===== config.mk =====
export PLATFORM = sky130hd
export DESIGN_NAME = sxi_fifo
export DESIGN_NICKNAME = d
export VERILOG_FILES = /design/src/hdl/sxi_pkg.sv /design/src/hdl/sxi_fifo.sv
export SDC_FILE = /design/constraint.sdc
export NUM_CORES = 1
export LEC_CHECK = 0
export ABC_CLOCK_PERIOD_IN_PS = 16000
export BUFFER_PORTS_ARGS = -buffer_cell sky130_fd_sc_hd__buf_2
export CORE_ASPECT_RATIO = 1.5
export CORE_MARGIN = 2
export CORE_UTILIZATION = 61
export DETAILED_ROUTE_END_ITERATION = 12
export PLACE_DENSITY = 0.94
export SETUP_SLACK_MARGIN = 0.05
export SLEW_MARGIN = 40
export SYNTH_ARGS = -nofsm -noshare
export SYNTH_HDL_FRONTEND = slang
export SYNTH_SLANG_ARGS = --single-unit

===== constraint.sdc =====
create_clock -name clk -period 16 [get_ports clk]
set_input_delay 1.6 -clock clk [delete_from_list [all_inputs] [get_ports clk]]
set_output_delay 1.6 -clock clk [all_outputs]
set_load 0.005 [all_outputs]

===== src/hdl/sxi_pkg.sv =====
// Package: widths, queue sizing and the job record shared by the intersection blocks.
package sxi_pkg;

  localparam int CW = 24;            // coordinate width
  localparam int COORD_FRAC = 12;    // coordinate fraction bits (Q12.12)
  localparam int DW = CW + 1;        // difference width
  localparam int PW = 2 * DW;        // product width
  localparam int SW = PW + 1;        // cross-product sum width
  localparam int TF = 24;            // fraction bits of t
  localparam int TW = TF + 1;        // t including the integer bit
  localparam int MW = DW + TW;       // magnitude times t
  localparam int FIFO_DEPTH = 4;
  localparam int FAW = $clog2(FIFO_DEPTH);
  localparam int FCW = $clog2(FIFO_DEPTH + 1);

  // One classified pair, handed from the front end to the divider side.
  typedef struct packed {
    logic          crossed;
    logic          one;       // tn equals den, so t is exactly one
    logic [SW-1:0] tn;
    logic [SW-1:0] den;
    logic [DW-1:0] magx;
    logic          negx;
    logic [DW-1:0] magy;
    logic          negy;
    logic [CW-1:0] ax0;
    logic [CW-1:0] ay0;
  } sxi_job_t;

  // Queue status toward the front end.
  typedef struct packed {
    logic full;
    logic empty;
  } sxi_qstat_t;

  function automatic logic signed [DW-1:0] sxi_sx(input logic [CW-1:0] a);
    return $signed({a[CW-1], a});
  endfunction

endpackage


===== src/hdl/sxi_fifo.sv =====
// Short job queue between the front end and the divider side.
module sxi_fifo (
  input  logic                clk,
  input  logic                rst,
  input  logic                push,
  input  sxi_pkg::sxi_job_t   wdata,
  input  logic                pop,
  output sxi_pkg::sxi_job_t   rdata,
  output sxi_pkg::sxi_qstat_t qstat
);
  import sxi_pkg::*;

  sxi_job_t mem [FIFO_DEPTH];
  logic [FAW-1:0] wptr, rptr;
  logic [FCW-1:0] count;

  assign qstat.full  = (count == FCW'(FIFO_DEPTH));
  assign qstat.empty = (count == '0);
  assign rdata = mem[rptr];

  always_ff @(posedge clk) begin
    if (push) begin
      mem[wptr] <= wdata;
    end
  end

  always_ff @(posedge clk) begin
    if (rst) begin
      wptr <= '0; rptr <= '0; count <= '0;
    end else begin
      if (push) wptr <= wptr + 1'b1;
      if (pop) rptr <= rptr + 1'b1;
      if (push && !pop) count <= count + 1'b1;
      else if (pop && !push) count <= count - 1'b1;
    end
  end

endmodule


==> reports/qor.txt <==
First-pass GRT wire length = 93.8 mm
Synthesized instance count = 1110
Yosys warnings = 0
R2r endpoint = mem[3][152]$_DFFE_PP_
Sequential share of the synthesized area = 0.826
Ports = 414
Startpoint types = flop
Final wirelength = 64.5 mm
Clock Latency Late Sink = 600 ps
Syn avg cell area = 26.9 µm²
Final Net Count = 1788
Mapped Nets = 1324
Main synth FF type = edfxtp_1
Pwr Total = 4.66 mW
Biggest area consumer among synthesized cells = edfxtp_1
Worst Tran Pin Value = 830 ps
ANT nets after route = 0
PortBufs = 413
Setup TNS = 0 ps
CTS Buffer Depth = 3
Reg2reg path depth = 4
Vias in the first global route = 15000
Dpl hpwl = 38.4 mm
CTS tree = yes
Slew headroom = 0.447
Cts hold-fix bufs = 0
VDD IR max = 0.125 mV
CTS sink count = 825
Dpl cells = 2154
Outcome = completed
RSZ-0062 raised after global routing = no
CP required = 14400 ps
Drc violations = 0
Maximum fanout along the worst path = 62
Commonest cells in the netlist = edfxtp_1, mux4_2, buf_2
Initial antenna violation count = 26
Top cells by area, synth = edfxtp_1, mux4_2, buf_6
Via count = 13800
Row count = 99
Leak = 11.8 nW
Util after Layout = 0.725
Layout cell share with drive strength beyond 1 = 0.461
P per Cell Area = 132 mW/mm²
Vias per cell = 6.00
Post-synth EDFFs = 816
Min-Delay Path Class = flop to flop
Die area = 0.0508 mm²
CP endpoint = rdata[121]
Grt ovf = 0
Initial DRC Count = 1122
Die Y-Extent = 275 µm
WP data arrival = 2930 ps
CTS HTree Levels = 3
Synth Register Bits = 825
Core Box Area = 0.0486 mm²
Worst setup path class = flop to output pin
Reg2reg start = wptr[0]$_SDFFE_PP0P_
Cts repair resizes = 0
Die width = 185 µm
Worst-case clock skew = 16.3 ps
Unique masters post-synth = 20
DR pass1 iterations = 5
Reg clk slew, reported paths = 70 ps
Post-Syn Area = 0.0299 mm²
Fin crit share = 0.283
Number of buffers created by CTS = 73
Crit. End Element = output pin
Area grow syn2layout = 17.8%
Max-cap violations = 0
Post-synth top area share = 0.820
Initial Util = 0.615
Final setup vio count = 0
Placed Instance Area = 0.0328 mm²
Finished Cell Area = 0.0352 mm²
Fmax = 221 MHz
Post-Layout Cell Count = 2306
Crit path time final = 4530 ps
Post-CTS setup buffer count = 0
Fin. Hold Viols = 0
FFs w/ async S/R, synth = 0
Gpl congestion = 0.758
CTS Root Cell = clkbuf_16
Largest net degree at the start of global routing = 79
Drt wl/cell = 28.0 µm
Slew Limit Fails = 0
Top-count cell post-synth = edfxtp_1
GRT Util Overall = 0.254
Flop-to-flop setup slack = 13450 ps
## power breakdown
part	internal, mW	switching (mW)	leakage (nW)
Sequential	2.48	0.0317	7.57
Clock	0.956	0.749	1.14
Combinational	0.204	0.230	3.05
Total	3.64	1.01	11.8
## metal layers
| metal | part of all wire | GRT usage | vias up |
|---|---|---|---|
| met2 | 0.54 | 0.444 | 675 |
| met5 | 0.0018 | 0 | - |
| met3 | 0.082 | 0.0698 | 161 |
| met1 | 0.34 | 0.299 | 7218 |
| met4 | 0.039 | 0.108 | 18 |
| li1 | - | - | 5767 |
## area by class of cell
cell class,count,area [µm²]
flip-flops and latches,825,24700
clock inverters,45,398
diodes,18,45.0
repair buffers,436,2440
clock buffers,88,1950
well taps,656,821
multi-input cells,234,4830
fillers,2681,13400
inverters,4,15.0
## state kept, by name, indices dropped and copies added, names as in the netlist, named ones only
| signal | flops |
|---|---|
| rptr | 2 |
| wptr | 2 |
| count | 3 |
| mem | 816 |
## cell usage in the layout, fill, tap and decap left out, types with 5 or more instances in the layout
cell,netlist,final
clkbuf_1,6,11
mux4_2,204,204
ha_1,5,5
clkinv_1,0,15
edfxtp_1,816,816
buf_12,0,8
buf_2,22,413
diode_2,0,18
dfxtp_1,9,7
clkbuf_16,0,75
nor2_1,7,7
bufinv_16,0,5
buf_6,19,11
clkinv_2,0,14
## how the worst min path moves through the flow
stage,to,slack [ps],cells past startpoint,startpoint
after floorplan,count[2]$_SDFFE_PP0P_,470,2,count[2]$_SDFFE_PP0P_
after global placement,count[2]$_SDFFE_PP0P_,480,2,count[2]$_SDFFE_PP0P_
after detailed placement,rptr[0]$_SDFFE_PP0P_,530,2,rptr[0]$_SDFFE_PP0P_
after CTS,count[2]$_SDFFE_PP0P_,560,2,count[2]$_SDFFE_PP0P_
after global routing,count[2]$_SDFFE_PP0P_,570,2,count[2]$_SDFFE_PP0P_
final,count[2]$_SDFFE_PP0P_,570,2,count[2]$_SDFFE_PP0P_
## per-stage QoR
step | setup slack, ps | hold slack (ps)
after CTS | 11430 | 564
final | 11470 | 569
after floorplan | 9180 | 466
after global placement | 11700 | 480
after detailed placement | 11820 | 526
after global routing | 11270 | 567
## worst max-delay path: stages (launching register included)
cell and delay (ps):
dfxtp_4 560, buf_12 400, buf_16 400, mux4_2 610, buf_2 170
## kinds of logic (layout without fill, tap and decap cells)
| kind of cell | after synthesis | in the layout | synth area share |
|---|---|---|---|
| AND/OR/NAND/NOR | 15 | 15 | 0.00247 |
| flip-flops | 825 | 825 | 0.826 |
| other | 0 | 18 | 0 |
| XOR/XNOR | 5 | 5 | 0.00147 |
| adder cells (fa/ha/maj) | 6 | 6 | 0.00276 |
| AO/OA/AOI/OAI | 2 | 2 | 0.000335 |
| buffers and inverters | 51 | 573 | 0.0121 |
| multiplexers | 206 | 206 | 0.154 |
Note: power is estimated with default switching activity, not from simulation.
